**src/rtl/core/hff_pkg.sv**
```systemverilog
// ---------------------------------------------------------------------------
// hff_pkg: shared types and constants of the hex field formatter
// Character codes, register indexes, length modes and the handshake between
// the sequencer and the nibble scanner.
// ---------------------------------------------------------------------------
package hff_pkg;

   localparam int NUM_NIBBLES = 16;
   localparam int NIB_CNT_W   = 5;

   // ASCII codes used in the formatted text.
   localparam logic [7:0] CH_ZERO  = 8'h30;
   localparam logic [7:0] CH_A_LO  = 8'h61;
   localparam logic [7:0] CH_A_UP  = 8'h41;
   localparam logic [7:0] CH_X_LO  = 8'h78;
   localparam logic [7:0] CH_X_UP  = 8'h58;
   localparam logic [7:0] CH_SPACE = 8'h20;
   localparam logic [7:0] CH_NONE  = 8'h00;

   // Configuration register indexes.
   localparam logic [2:0] REG_FIELD_WIDTH  = 3'd0;
   localparam logic [2:0] REG_MIN_DIGITS   = 3'd1;
   localparam logic [2:0] REG_LEFT_JUSTIFY = 3'd2;
   localparam logic [2:0] REG_ZERO_PAD     = 3'd3;
   localparam logic [2:0] REG_ALT_PREFIX   = 3'd4;
   localparam logic [2:0] REG_UPPER_CASE   = 3'd5;
   localparam logic [2:0] REG_LENGTH_MODE  = 3'd6;

   // Operand length modes; every other code keeps all 64 bits.
   localparam logic [2:0] LEN_MODE_32 = 3'd0;
   localparam logic [2:0] LEN_MODE_16 = 3'd1;
   localparam logic [2:0] LEN_MODE_8  = 3'd2;

   typedef struct packed {
      logic                 start;
      logic [63:0]          value;    // operand aligned to the top nibble
      logic [NIB_CNT_W-1:0] nibbles;  // number of nibbles to examine
   } hff_scan_cmd_type;

   typedef struct packed {
      logic                 done;
      logic [NIB_CNT_W-1:0] hex_len;  // significant hex digits, at least one
   } hff_scan_stat_type;

endpackage

```
**src/rtl/core/hff_nibble_scan.sv**
```systemverilog
// ---------------------------------------------------------------------------
// hff_nibble_scan: iterative significant-digit counter
// Shifts the operand left one nibble per cycle until a nonzero nibble is at
// the top or only one nibble is left, and reports the remaining count.
// ---------------------------------------------------------------------------
module hff_nibble_scan
   import hff_pkg::*;
(
   input  logic              clock,
   input  logic              reset,
   input  hff_scan_cmd_type  cmd,
   output hff_scan_stat_type stat
);

   logic [63:0]          scan_val_ff, scan_val_in;
   logic [NIB_CNT_W-1:0] scan_cnt_ff, scan_cnt_in;
   logic                 scan_busy_ff, scan_busy_in;
   logic                 found;

   assign found = (scan_val_ff[63:60] != 4'h0) || (scan_cnt_ff == NIB_CNT_W'(1));

   always_comb begin
      scan_val_in  = scan_val_ff;
      scan_cnt_in  = scan_cnt_ff;
      scan_busy_in = scan_busy_ff;
      if (cmd.start) begin
         scan_val_in  = cmd.value;
         scan_cnt_in  = cmd.nibbles;
         scan_busy_in = 1'b1;
      end else if (scan_busy_ff) begin
         if (found) begin
            scan_busy_in = 1'b0;
         end else begin
            scan_val_in = {scan_val_ff[59:0], 4'h0};
            scan_cnt_in = scan_cnt_ff - NIB_CNT_W'(1);
         end
      end
   end

   always_ff @(posedge clock) begin
      if (reset) begin
         scan_busy_ff <= 1'b0;
      end else begin
         scan_busy_ff <= scan_busy_in;
      end
      scan_val_ff <= scan_val_in;
      scan_cnt_ff <= scan_cnt_in;
   end

   assign stat.done    = scan_busy_ff && found;
   assign stat.hex_len = scan_cnt_ff;

endmodule

```
**src/rtl/core/hff_char_gen.sv**
```systemverilog
// ---------------------------------------------------------------------------
// hff_char_gen: character selection for one field position
// Maps a position of the field onto padding, prefix or digit and builds the
// ASCII code of that character.
// ---------------------------------------------------------------------------
module hff_char_gen
   import hff_pkg::*;
#(
   parameter int LEN_W = 7
) (
   input  logic [LEN_W-1:0] pos,
   input  logic [LEN_W-1:0] pad,
   input  logic [LEN_W-1:0] body_len,
   input  logic [LEN_W-1:0] prefix_len,
   input  logic [LEN_W-1:0] digits,
   input  logic             left_justify,
   input  logic             upper_case,
   input  logic [63:0]      value,
   output logic [7:0]       out_char
);

   logic [LEN_W-1:0] body_pos;
   logic [LEN_W-1:0] digit_idx;
   logic             in_body;
   logic [3:0]       nib;

   always_comb begin
      body_pos  = left_justify ? pos : pos - pad;
      in_body   = left_justify ? (pos < body_len) : (pos >= pad);
      digit_idx = digits - LEN_W'(1) - (body_pos - prefix_len);
      nib       = value[{digit_idx[3:0], 2'b00} +: 4];
      out_char  = CH_SPACE;
      if (in_body) begin
         if (body_pos < prefix_len) begin
            if (body_pos == '0) begin
               out_char = CH_ZERO;
            end else begin
               out_char = upper_case ? CH_X_UP : CH_X_LO;
            end
         end else if (digit_idx[LEN_W-1:4] != '0) begin
            // Leading zeros beyond the sixteen nibbles of the operand.
            out_char = CH_ZERO;
         end else if (nib < 4'd10) begin
            out_char = CH_ZERO + {4'h0, nib};
         end else begin
            out_char = (upper_case ? CH_A_UP : CH_A_LO) + {4'h0, nib} - 8'd10;
         end
      end
   end

endmodule

```
**src/rtl/core/hex_field_formatter.sv**
```systemverilog
// ---------------------------------------------------------------------------
// hex_field_formatter: printf-style hexadecimal field formatter
// Formats one unsigned value per request as hexadecimal text with width,
// precision, prefix, justification and case options, one character per
// result.
// ---------------------------------------------------------------------------
// Each request carries one 64-bit value, which is truncated to 32, 16 or 8 bits
// (or kept whole) by length_mode and then printed as hexadecimal text, one
// ASCII character per result, with rsp_tlast on the final character. The
// precision sets a minimum digit count, alt_prefix adds 0x (0X in upper case)
// to nonzero values, and spaces pad the field to field_width on the left, or
// on the right with left_justify. zero_pad without a precision or
// left_justify pads with zeros instead. A field with no characters at all
// yields a single result with rsp_tuser low, character 0 and rsp_tlast high.
// The digit scanner shifts one nibble per cycle, the sequencer then plans the
// layout in one state, and the emitter produces one character per cycle while
// the output register is free. req_tready is high only while the sequencer is
// idle, which it re-enters as soon as the final character is in the output
// register.
// Configuration writes are taken at any time but must only be issued while no
// request is in flight. MAX_FIELD bounds the field length; field_width and the
// digit count are capped to it.
// ---------------------------------------------------------------------------
module hex_field_formatter
   import hff_pkg::*;
#(
   parameter int MAX_FIELD = 64
) (
   input  logic        clock,
   input  logic        reset,
   // Request stream.
   input  logic        req_tvalid,
   output logic        req_tready,
   input  logic [63:0] req_tdata,   // [63:0] value
   // Result stream.
   output logic        rsp_tvalid,
   input  logic        rsp_tready,
   output logic [7:0]  rsp_tdata,   // [7:0] out_char
   output logic        rsp_tuser,   // [0] char_valid
   output logic        rsp_tlast,
   // Configuration write channel.
   input  logic        csr_valid,
   output logic        csr_ready,
   input  logic [2:0]  csr_index,
   input  logic [6:0]  csr_data
);

   localparam int LEN_W = $clog2(MAX_FIELD + 1);
   // Signed width wide enough for every planning quantity.
   localparam int SW    = ((LEN_W > 7) ? LEN_W : 7) + 2;
   localparam logic signed [SW-1:0] MAX_S = SW'(MAX_FIELD);

   typedef enum logic [3:0] {
      ST_IDLE = 4'b0001,
      ST_SCAN = 4'b0010,
      ST_PLAN = 4'b0100,
      ST_EMIT = 4'b1000
   } state_type;

   state_type state_ff, state_in;

   // Configuration registers.
   logic [6:0] field_width_ff;
   logic [6:0] min_digits_ff;
   logic       left_justify_ff;
   logic       zero_pad_ff;
   logic       alt_prefix_ff;
   logic       upper_case_ff;
   logic [2:0] length_mode_ff;

   // Per-request state.
   logic [63:0]          held_value_ff, held_value_in;
   logic                 val_zero_ff, val_zero_in;
   logic [NIB_CNT_W-1:0] hex_len_ff, hex_len_in;
   logic [LEN_W-1:0]     digits_ff, digits_in;
   logic [LEN_W-1:0]     prefix_len_ff, prefix_len_in;
   logic [LEN_W-1:0]     body_len_ff, body_len_in;
   logic [LEN_W-1:0]     field_len_ff, field_len_in;
   logic [LEN_W-1:0]     pad_ff, pad_in;
   logic [LEN_W-1:0]     emit_pos_ff, emit_pos_in;

   // Output register.
   logic       rsp_tvalid_ff, rsp_tvalid_in;
   logic [7:0] rsp_tdata_ff, rsp_tdata_in;
   logic       rsp_tuser_ff, rsp_tuser_in;
   logic       rsp_tlast_ff, rsp_tlast_in;

   hff_scan_cmd_type  scan_cmd;
   hff_scan_stat_type scan_stat;

   logic       req_fire;
   logic       out_free;
   logic       emit_last;
   logic [7:0] gen_char;
   logic [63:0] trunc_value;

   // Planning terms.
   logic signed [SW-1:0] width_s, plen_s, prec_s, md_s, hexlen_s;
   logic signed [SW-1:0] dig_s, cap_s, blen_s, flen_s;
   logic                 zp_eff, no_digits;

   assign csr_ready  = 1'b1;
   assign req_tready = (state_ff == ST_IDLE);
   assign req_fire   = req_tvalid && req_tready;
   assign out_free   = !rsp_tvalid_ff || rsp_tready;

   assign rsp_tvalid = rsp_tvalid_ff;
   assign rsp_tdata  = rsp_tdata_ff;
   assign rsp_tuser  = rsp_tuser_ff;
   assign rsp_tlast  = rsp_tlast_ff;

   // Configuration writes; indexes past the list are ignored.
   always_ff @(posedge clock) begin
      if (reset) begin
         field_width_ff  <= 7'd0;
         min_digits_ff   <= 7'h7F;
         left_justify_ff <= 1'b0;
         zero_pad_ff     <= 1'b0;
         alt_prefix_ff   <= 1'b0;
         upper_case_ff   <= 1'b0;
         length_mode_ff  <= LEN_MODE_32;
      end else if (csr_valid && csr_ready) begin
         unique case (csr_index)
            REG_FIELD_WIDTH:  field_width_ff  <= csr_data;
            REG_MIN_DIGITS:   min_digits_ff   <= csr_data;
            REG_LEFT_JUSTIFY: left_justify_ff <= csr_data[0];
            REG_ZERO_PAD:     zero_pad_ff     <= csr_data[0];
            REG_ALT_PREFIX:   alt_prefix_ff   <= csr_data[0];
            REG_UPPER_CASE:   upper_case_ff   <= csr_data[0];
            REG_LENGTH_MODE:  length_mode_ff  <= csr_data[2:0];
            default: ;
         endcase
      end
   end

   // Truncate the operand and align it so that the scanner starts at the
   // most significant nibble that the length mode keeps.
   always_comb begin
      scan_cmd.start = req_fire;
      unique case (length_mode_ff)
         LEN_MODE_32: begin
            trunc_value      = {32'h0, req_tdata[31:0]};
            scan_cmd.value   = {req_tdata[31:0], 32'h0};
            scan_cmd.nibbles = NIB_CNT_W'(8);
         end
         LEN_MODE_16: begin
            trunc_value      = {48'h0, req_tdata[15:0]};
            scan_cmd.value   = {req_tdata[15:0], 48'h0};
            scan_cmd.nibbles = NIB_CNT_W'(4);
         end
         LEN_MODE_8: begin
            trunc_value      = {56'h0, req_tdata[7:0]};
            scan_cmd.value   = {req_tdata[7:0], 56'h0};
            scan_cmd.nibbles = NIB_CNT_W'(2);
         end
         default: begin
            trunc_value      = req_tdata;
            scan_cmd.value   = req_tdata;
            scan_cmd.nibbles = NIB_CNT_W'(NUM_NIBBLES);
         end
      endcase
   end

   hff_nibble_scan u_scan (
      .clock (clock),
      .reset (reset),
      .cmd   (scan_cmd),
      .stat  (scan_stat)
   );

   // Field layout. A negative precision means unspecified; zero padding then
   // turns the width minus the prefix into the precision. Zero printed with
   // an explicit precision of zero has neither digits nor prefix.
   always_comb begin
      width_s = $signed({{(SW-7){1'b0}}, field_width_ff});
      if (width_s > MAX_S) begin
         width_s = MAX_S;
      end
      md_s      = $signed({{(SW-7){min_digits_ff[6]}}, min_digits_ff});
      hexlen_s  = $signed({{(SW-NIB_CNT_W){1'b0}}, hex_len_ff});
      zp_eff    = zero_pad_ff && !left_justify_ff;
      no_digits = (min_digits_ff == 7'd0) && val_zero_ff;
      plen_s    = (alt_prefix_ff && !val_zero_ff) ? SW'(2) : SW'(0);
      if (!min_digits_ff[6]) begin
         prec_s = md_s;
      end else if (zp_eff) begin
         prec_s = width_s - plen_s;
      end else begin
         prec_s = -SW'(1);
      end
      dig_s = (prec_s > hexlen_s) ? prec_s : hexlen_s;
      cap_s = MAX_S - plen_s;
      if (dig_s > cap_s) begin
         dig_s = cap_s;
      end
      if (no_digits) begin
         dig_s  = SW'(0);
         plen_s = SW'(0);
      end
      blen_s = plen_s + dig_s;
      flen_s = (width_s > blen_s) ? width_s : blen_s;
   end

   hff_char_gen #(
      .LEN_W (LEN_W)
   ) u_char (
      .pos          (emit_pos_ff),
      .pad          (pad_ff),
      .body_len     (body_len_ff),
      .prefix_len   (prefix_len_ff),
      .digits       (digits_ff),
      .left_justify (left_justify_ff),
      .upper_case   (upper_case_ff),
      .value        (held_value_ff),
      .out_char     (gen_char)
   );

   // The empty field counts as a single final result.
   assign emit_last = (field_len_ff == '0) || (emit_pos_ff == field_len_ff - LEN_W'(1));

   // Sequencer: accept, scan digits, plan the layout, emit characters.
   always_comb begin
      state_in      = state_ff;
      held_value_in = held_value_ff;
      val_zero_in   = val_zero_ff;
      hex_len_in    = hex_len_ff;
      digits_in     = digits_ff;
      prefix_len_in = prefix_len_ff;
      body_len_in   = body_len_ff;
      field_len_in  = field_len_ff;
      pad_in        = pad_ff;
      emit_pos_in   = emit_pos_ff;
      rsp_tvalid_in = rsp_tvalid_ff && !rsp_tready;
      rsp_tdata_in  = rsp_tdata_ff;
      rsp_tuser_in  = rsp_tuser_ff;
      rsp_tlast_in  = rsp_tlast_ff;
      unique case (state_ff)
         ST_IDLE: begin
            if (req_fire) begin
               held_value_in = trunc_value;
               val_zero_in   = (trunc_value == 64'h0);
               state_in      = ST_SCAN;
            end
         end
         ST_SCAN: begin
            if (scan_stat.done) begin
               hex_len_in = scan_stat.hex_len;
               state_in   = ST_PLAN;
            end
         end
         ST_PLAN: begin
            digits_in     = dig_s[LEN_W-1:0];
            prefix_len_in = plen_s[LEN_W-1:0];
            body_len_in   = blen_s[LEN_W-1:0];
            field_len_in  = flen_s[LEN_W-1:0];
            pad_in        = flen_s[LEN_W-1:0] - blen_s[LEN_W-1:0];
            emit_pos_in   = '0;
            state_in      = ST_EMIT;
         end
         ST_EMIT: begin
            if (out_free) begin
               rsp_tvalid_in = 1'b1;
               rsp_tlast_in  = emit_last;
               if (field_len_ff == '0) begin
                  rsp_tdata_in = CH_NONE;
                  rsp_tuser_in = 1'b0;
               end else begin
                  rsp_tdata_in = gen_char;
                  rsp_tuser_in = 1'b1;
               end
               emit_pos_in = emit_pos_ff + LEN_W'(1);
               if (emit_last) begin
                  state_in = ST_IDLE;
               end
            end
         end
         default: begin
            state_in = ST_IDLE;
         end
      endcase
   end

   always_ff @(posedge clock) begin
      if (reset) begin
         state_ff      <= ST_IDLE;
         rsp_tvalid_ff <= 1'b0;
         emit_pos_ff   <= '0;
      end else begin
         state_ff      <= state_in;
         rsp_tvalid_ff <= rsp_tvalid_in;
         emit_pos_ff   <= emit_pos_in;
      end
      held_value_ff <= held_value_in;
      val_zero_ff   <= val_zero_in;
      hex_len_ff    <= hex_len_in;
      digits_ff     <= digits_in;
      prefix_len_ff <= prefix_len_in;
      body_len_ff   <= body_len_in;
      field_len_ff  <= field_len_in;
      pad_ff        <= pad_in;
      rsp_tdata_ff  <= rsp_tdata_in;
      rsp_tuser_ff  <= rsp_tuser_in;
      rsp_tlast_ff  <= rsp_tlast_in;
   end

endmodule

```
**config.mk**
```make
export PLATFORM = sky130hd
export DESIGN_NAME = hex_field_formatter
export DESIGN_NICKNAME = d
export VERILOG_FILES = /design/src/rtl/core/hff_pkg.sv /design/src/rtl/core/hff_nibble_scan.sv /design/src/rtl/core/hff_char_gen.sv /design/src/rtl/core/hex_field_formatter.sv
export SDC_FILE = /design/constraint.sdc
export NUM_CORES = 1
export LEC_CHECK = 0
export BUFFER_PORTS_ARGS = -buffer_cell sky130_fd_sc_hd__buf_2
export CORE_AREA = 2 2 146 148
export CTS_BUF_LIST = sky130_fd_sc_hd__clkbuf_4
export DETAILED_ROUTE_END_ITERATION = 8
export DIE_AREA = 0 0 148 150
export PLACE_DENSITY = 0.75
export RECOVER_POWER = 25
export SYNTH_ARGS = -nofsm -noshare
export SYNTH_HDL_FRONTEND = slang
export SYNTH_SLANG_ARGS = --single-unit
```
**constraint.sdc**
```tcl
create_clock -name clock -period 8.9 [get_ports clock]
set_clock_uncertainty 0.2 [all_clocks]
set_input_delay 0.89 -clock clock [delete_from_list [all_inputs] [get_ports clock]]
set_output_delay 0.89 -clock clock [all_outputs]
set_load 0.005 [all_outputs]
```
; ---- After elaboration in Yosys (flattened, before gate mapping)
; Index checks and enable logic that the tools add are counted.
[word_totals]
word_cells = 144
ff_bits = 218
rom_bits = 0
latch_bits = 0
in_bits = 79
n_memories = 0
out_inout_bits = 13
ram_bits = 0
[op_classes]
muxes = 39
multipliers = 0
n_reduce_logical = 37
eq_ne = 19
add_sub_neg = 14
bitwise = 1
n_div = 0
n_shift = 1
order_cmp = 8
[op_table]
columns = op, n
row1 = $pmux W69 S3, 1
row2 = $mux W64, 3
row3 = $pmux W64 S3, 1
row4 = $logic_not A64 Y1, 1
row5 = $shiftx A64 B7 Y4, 1
row6 = $mux W9, 5
row7 = $mux W8, 4
row8 = $mux W7, 4
row9 = $sub A7 B7 Y7, 4
row10 = $reduce_and A2 Y1, 12
row11 = $logic_not A7 Y1, 3
row12 = $mux W6, 3
row13 = $mux W4, 4
row14 = $pmux W4 S4, 1
row15 = $mux W5, 3
row16 = $lt A7 B7 Y1, 2
row17 = $pmux W7 S2, 1
row18 = $sub A7 B1 Y7 const B, 2
row19 = $add A3 B9 Y9, 1
row20 = $eq A3 B2 Y1 const B, 3
row21 = $eq A3 B3 Y1 const B, 3
row22 = $gt A8 B9 Y1, 1
row23 = $gt A9 B6 Y1, 1
row24 = $gt A9 B8 Y1, 1
row25 = 31 further kinds, 54

; ---- Longest topological paths before layout
[logic_depth]
depth_word = 15
depth_mapped = 42
mapped_depth_nobuf = 39

; ---- Modules after synthesis
; From an unflattened synthesis, not the netlist that was laid out.
[unflattened]
hier_cells = 1087
area_unflattened_um2 = 12530.8
[by_module_without_submodules]
columns = module, seq_area_each_um2, cells_per_inst, area_per_inst_um2, instances
row1 = hex_field_formatter, 3903.7, 701, 7574.8, 1
row2 = hff_nibble_scan, 2092.0, 165, 2995.4, 1
row3 = hff_char_gen, 0.0, 221, 1960.6, 1

; ---- Worst setup path after synthesis
; Ideal clock, no wire load.
[synth_timing]
path_type = register to register
from = register field_width_ff[6]
to = register pad_ff[5], data pin
path_buffers = 3
setup_slack_ns = 0.277
stages_incl_launch_ff = 42
required_ns = 8.442
arrival_ns = 8.165
setup_ns = 0.258
synth_period_minus_slack_ns = 8.623
path_cell_list = dfxtp_1 clkbuf_1 nor2b_1 inv_1 ha_1 ha_1 xnor2_1 a21oi_1 ha_1 nand4_1 a211o_1 o211ai_2 and3_1 buf_6 mux2_4 ha_1 a21o_1 a21o_1 (+6 left out) inv_1 nor4b_1 a21oi_1 o22a_1 ha_1 nand2_1 o21ai_0 o31ai_1 clkbuf_1 mux2i_1 inv_1 ha_1 nor2b_1 o21ai_0 nand2b_1 a21o_1 a21oi_1 xnor2_1
[synth_between]
elab_chain_cells = 14
[synth_rtl]
columns = element, line_no
row1 = from (decl), hex_field_formatter.sv:63  ; logic [6:0] field_width_ff;
row2 = from (signal assigned), hex_field_formatter.sv:124  ; REG_FIELD_WIDTH: field_width_ff <= csr_data;
row3 = $gt A7 B7 Y1, hex_field_formatter.sv:176  ; if (width_s > MAX_S) begin
row4 = $mux W7 *, hex_field_formatter.sv:176
row5 = $sub A9 B3 Y9 *, hex_field_formatter.sv:187  ; prec_s = width_s - plen_s;
row6 = $mux W9 *, hex_field_formatter.sv:186  ; end else if (zp_eff) begin
row7 = $mux W9 *, hex_field_formatter.sv:184  ; if (!min_digits_ff[6]) begin
row8 = $gt A9 B6 Y1, hex_field_formatter.sv:191  ; dig_s = (prec_s > hexlen_s) ? prec_s : hexlen_s;
row9 = $mux W9 *, hex_field_formatter.sv:191
row10 = $gt A9 B8 Y1, hex_field_formatter.sv:193  ; if (dig_s > cap_s) begin
row11 = $mux W9 *, hex_field_formatter.sv:193
row12 = $mux W9 *, hex_field_formatter.sv:196  ; if (no_digits) begin
row13 = via dig_s[1], hex_field_formatter.sv:99  ; logic signed [SW-1:0] dig_s, cap_s, blen_s, flen_s;
row14 = $add A3 B9 Y9 *, hex_field_formatter.sv:200  ; blen_s = plen_s + dig_s;
row15 = $gt A8 B9 Y1, hex_field_formatter.sv:201  ; flen_s = (width_s > blen_s) ? width_s : blen_s;
row16 = $mux W7 *, hex_field_formatter.sv:201
row17 = via flen_s[1], hex_field_formatter.sv:99
row18 = $sub A7 B7 Y7 *, hex_field_formatter.sv:256  ; pad_in = flen_s[LEN_W-1:0] - blen_s[LEN_W-1:0];
row19 = to (signal assigned), hex_field_formatter.sv:300  ; pad_ff <= pad_in;
row20 = to (decl), hex_field_formatter.sv:79  ; logic [LEN_W-1:0] pad_ff, pad_in;
; The timed path passes the listed nets; every way through them passes the cells marked *.
; A chain may end at the register's enable or synchronous reset.

; ---- Final worst setup path
[layout_timing]
from = register val_zero_ff
to = register pad_ff[5], data pin
[layout_between]
elab_chain_cells = 15
elab_cells_between_ends = 18
classes_between = add/sub (4) / order compare (3) / mux (8) / reduce/logical (3)
[layout_rtl]
columns = element, line_no
row1 = from (decl), hex_field_formatter.sv:73  ; logic val_zero_ff, val_zero_in;
row2 = from (signal assigned), hex_field_formatter.sv:294  ; val_zero_ff <= val_zero_in;
row3 = $logic_not A1 Y1, hex_field_formatter.sv:183  ; plen_s = (alt_prefix_ff && !val_zero_ff) ? SW'(2) : SW'(0);
row4 = $logic_and A1 B1 Y1, hex_field_formatter.sv:183
row5 = $mux W2, hex_field_formatter.sv:183
row6 = $sub A9 B3 Y9, hex_field_formatter.sv:187
row7 = $mux W9, hex_field_formatter.sv:186
row8 = $mux W9, hex_field_formatter.sv:184
row9 = $gt A9 B6 Y1, hex_field_formatter.sv:191
row10 = $mux W9, hex_field_formatter.sv:191
row11 = $gt A9 B8 Y1, hex_field_formatter.sv:193
row12 = $mux W9, hex_field_formatter.sv:193
row13 = $mux W9 *, hex_field_formatter.sv:196
row14 = via dig_s[1], hex_field_formatter.sv:99
row15 = $add A3 B9 Y9 *, hex_field_formatter.sv:200
row16 = $gt A8 B9 Y1, hex_field_formatter.sv:201
row17 = $mux W7 *, hex_field_formatter.sv:201
row18 = via flen_s[1], hex_field_formatter.sv:99
row19 = $sub A7 B7 Y7 *, hex_field_formatter.sv:256
; Marked as above.

==> metrics <==
outcome=finished with violations; failing checks=max-capacitance violations, max-slew violations; Setup TNS=0 ns; delay of the slowest cell on the worst path=0.44 ns; H-tree levels=2; DR iter-0 viols=842; Mapped Avg Cell Area=10.8 µm²; worst endpoint required time=9.13 ns; clk root buf=clkbuf_4; WL met1=12300 µm; Post-Route WL=approximately 28000 µm; Crit Reg-Reg Endpoint=pad_ff[5]$_DFFE_PP_; total CTS buffers=54; Initial Utilization=55.7%; Critical Path Slowest Stage Cell=edfxtp_1; Max Cap Viol=3; post-synthesis sequential area ratio=between 50 and 60%; period utilization=a little over nine tenths; CP endpoint=pad_ff[5]$_DFFE_PP_; clk buf depth=3; uppermost layer routed=met5; critical path class=reg2reg; via count=8834; total clock sinks=210; port buffer count=89; max-slew violation count=approximately 190; vias in the first global route=roughly 8400; WL/cell=19.0 µm; reg2reg setup slack=0.53 ns; YS warnings=0; core area=0.0207 mm²; Max FO, Critical Path=7; Period minus WS final=8.37 ns; Final Hold Fails=0; worst hold path type=reg2reg; antenna-violating nets left=0; Via density=5.90; Final setup violation count=0; Total GRT Usage=25.5%; first-pass GRT wire length=44100 µm; Gate power share=13.4%; Top Family by Delay on Critical Path=compound AO/OA/AOI/OAI gates; #FFs+latches synth=210; most used cell, CP=ha_1; post-layout instance area=approximately 0.013 mm²; dominant synthesized flop cell=edfxtp_1; initial antenna violation count=3; Reg power frac=51.7%; CTS tree=yes; die height=~150 µm; worst r2r src=val_zero_ff$_DFFE_PP_; Initial DRT Pass Iterations=5; largest net degree at the start of global routing=84; number of synthesized flops with an enable pin=176; CP startpoint=val_zero_ff$_DFFE_PP_; Peak VDD IR=130 µV; Clk pwr share=a little over a third; HPWL after DPL=19900 µm; Critical Path Stages=38; total gr overflow=0; Post-Syn Nets=around 1200; WL met3=2540 µm; Clock Latency Late Sink=between 0.7 and 0.8 ns; crit start category=flip-flop; Slew HR=-132%; Pwr per Cell Area=176 mW/mm²; Lkg Pwr=5.27 nW; Area growth syn-to-layout=12.6%; Syn Std Cell Area=0.0115 mm²; num ports=just over 90; Net Sw Power=606 µW; async set or reset register ratio after synthesis=0%; Net Sw Frac=26.6%; cell count after synthesis=1065; Worst Tran Pin Value=about 3.5 ns; width of the die=148 µm; GPL Wtd Cong=0.916; Arr. time, crit path=8.60 ns; Die ar.=0.0222 mm²; area of placed instances=0.0123 mm²; fin nets=1323; Internal Power=between 1.5 and 2 mW; Remaining DRCs=0; CTS clk-pin slew, worst paths=0.07 ns; Fmax=120 MHz; Yosys cell types=72; DR WL met2=12800 µm; worst r2r path cells=38; share of post-route cells with drive strength above 1=19.0%; critical path buffer and inverter count=3; CP Capture Type=flip-flop; Row Count=53
==> worst register-to-register path: cells and delay by family, from the launching register on <==
family	cells	cell delay [ns]
buf+inv	3	0.35
flops	1	0.44
simple gates	7	1.15
xor+xnor	2	0.23
mux	2	0.61
compound gates	16	3.05
fa+ha+maj	8	2.12
==> cell type report <==
cell class / count / area [µm²]
fillers: 1722 / 7710
flip-flops and latches: 210 / 5970
diodes: 1 / 2.50
clock buffers: 77 / 578
multi-input cells: 745 / 5180
inverters: 61 / 231
repair buffers: 112 / 591
well taps: 275 / 344
clock inverters: 16 / 83.8
==> power by group through the flow <==
| stage | sequential [mW] | clock (mW) | combinational [mW] |
|---|---|---|---|
| floorplan | 1.19 | 0 | 0.199 |
| global route | 1.18 | 0.862 | 0.337 |
| CTS | 1.18 | 0.813 | 0.295 |
| global placement | 1.20 | 0 | 0.288 |
| finish | 1.18 | 0.796 | 0.305 |
| detailed placement | 1.20 | 0 | 0.293 |
==> through the flow <==
step / std cells / hold WS, ns / util [%] / total power [mW] / worst slack, ns
after global placement: 1397 / 0.248 / 59.3 / 1.48 / 0.179
after floorplan: 1065 / 0.236 / - / 1.39 / 0.277
after CTS: 1490 / 0.261 / 62.5 / 2.29 / 0.0535
after global routing: 1497 / 0.274 / 62.7 / 2.38 / -0.00762
after detailed placement: 1397 / 0.255 / 59.3 / 1.49 / -0.0885
final: 1497 / 0.264 / 62.7 / 2.28 / 0.533
==> worst min-delay path by stage <==
stage	slack [ns]	endpoint	cells past startpoint	from
final	0.26	u_scan.scan_val_ff[31]$_DFFE_PP_	2	u_scan.scan_val_ff[27]$_DFFE_PP_
after global routing	0.27	held_value_ff[49]$_DFFE_PP_	2	req_tdata[49]
after CTS	0.26	held_value_ff[49]$_DFFE_PP_	2	req_tdata[49]
after detailed placement	0.25	min_digits_ff[1]$_SDFFE_PP1P_	1	min_digits_ff[1]$_SDFFE_PP1P_
after global placement	0.25	min_digits_ff[1]$_SDFFE_PP1P_	1	min_digits_ff[1]$_SDFFE_PP1P_
after floorplan	0.24	min_digits_ff[1]$_SDFFE_PP1P_	1	min_digits_ff[1]$_SDFFE_PP1P_
==> routing by layer <==
| metal | track usage, % | vias to the layer above |
|---|---|---|
| met5 | 0 | - |
| met4 | 9.10 | 2 |
| met3 | 6.55 | 64 |
| met2 | 38.3 | 381 |
| met1 | 36.3 | 4214 |
| li1 | - | 4173 |
==> cell families after synthesis <==
group / Yosys count / share of synthesized area [%]
other cells: 2 / 0.0651
fa+ha+maj: 60 / 6.77
mux: 45 / 6.31
simple gates: 406 / 17.8
buf+inv: 110 / 3.81
xor+xnor: 30 / 2.28
flops: 210 / 51.8
compound gates: 202 / 11.2
==> timing repair <==
item | in CTS | in global routing
setup endpoints to repair | 2 | 6
gates resized for setup | 1 | 12
setup buffers | 0 | 6
hold buffers | 0 | 0
pin swaps | 0 | 1
==> sequential cells by signal, summed over array words and instances, names as in the netlist, 3 cells and up <==
register            count
held_value_ff          64
u_scan.scan_val_ff     64
digits_ff               7
emit_pos_ff             7
field_len_ff            7
field_width_ff          7
min_digits_ff           7
pad_ff                  7
rsp_tdata               7
body_len_ff             6
hex_len_ff              5
u_scan.scan_cnt_ff      5
state_ff                4
length_mode_ff          3
==> cells in the final DEF, fill, tap and decap left out, types with 20 or more instances in the layout <==
cell      instances
o21ai_0          49
nand2_1         112
nand3_1          49
buf_2            79
nor2_1           77
ha_1             54
and2_0           30
dfxtp_1          34
clkbuf_4         77
mux4_2           20
nor2b_1          22
edfxtp_1        176
inv_1            60
a21oi_1          61
==> synthesized netlist by cell type (14+ instances only) <==
| master | n | area [µm²] |
|---|---|---|
| edfxtp_1 | 176 | 5290 |
| nand2_1 | 114 | 428 |
| nor2_1 | 77 | 289 |
| a21oi_1 | 63 | 315 |
| inv_1 | 60 | 225 |
| ha_1 | 56 | 701 |
| and2_1 | 49 | 307 |
| nand3_1 | 49 | 245 |
| o21ai_0 | 49 | 245 |
| clkbuf_1 | 39 | 146 |
| dfxtp_1 | 34 | 681 |
| nor2b_1 | 23 | 144 |
| mux4_2 | 20 | 450 |
| mux2i_1 | 19 | 190 |
| a21o_1 | 18 | 135 |
| nor3_1 | 17 | 85.1 |
| xor2_1 | 16 | 140 |
| a31oi_1 | 14 | 87.6 |
| and3_1 | 14 | 87.6 |
| xnor2_1 | 14 | 123 |
(Power assumes the default switching activity.)
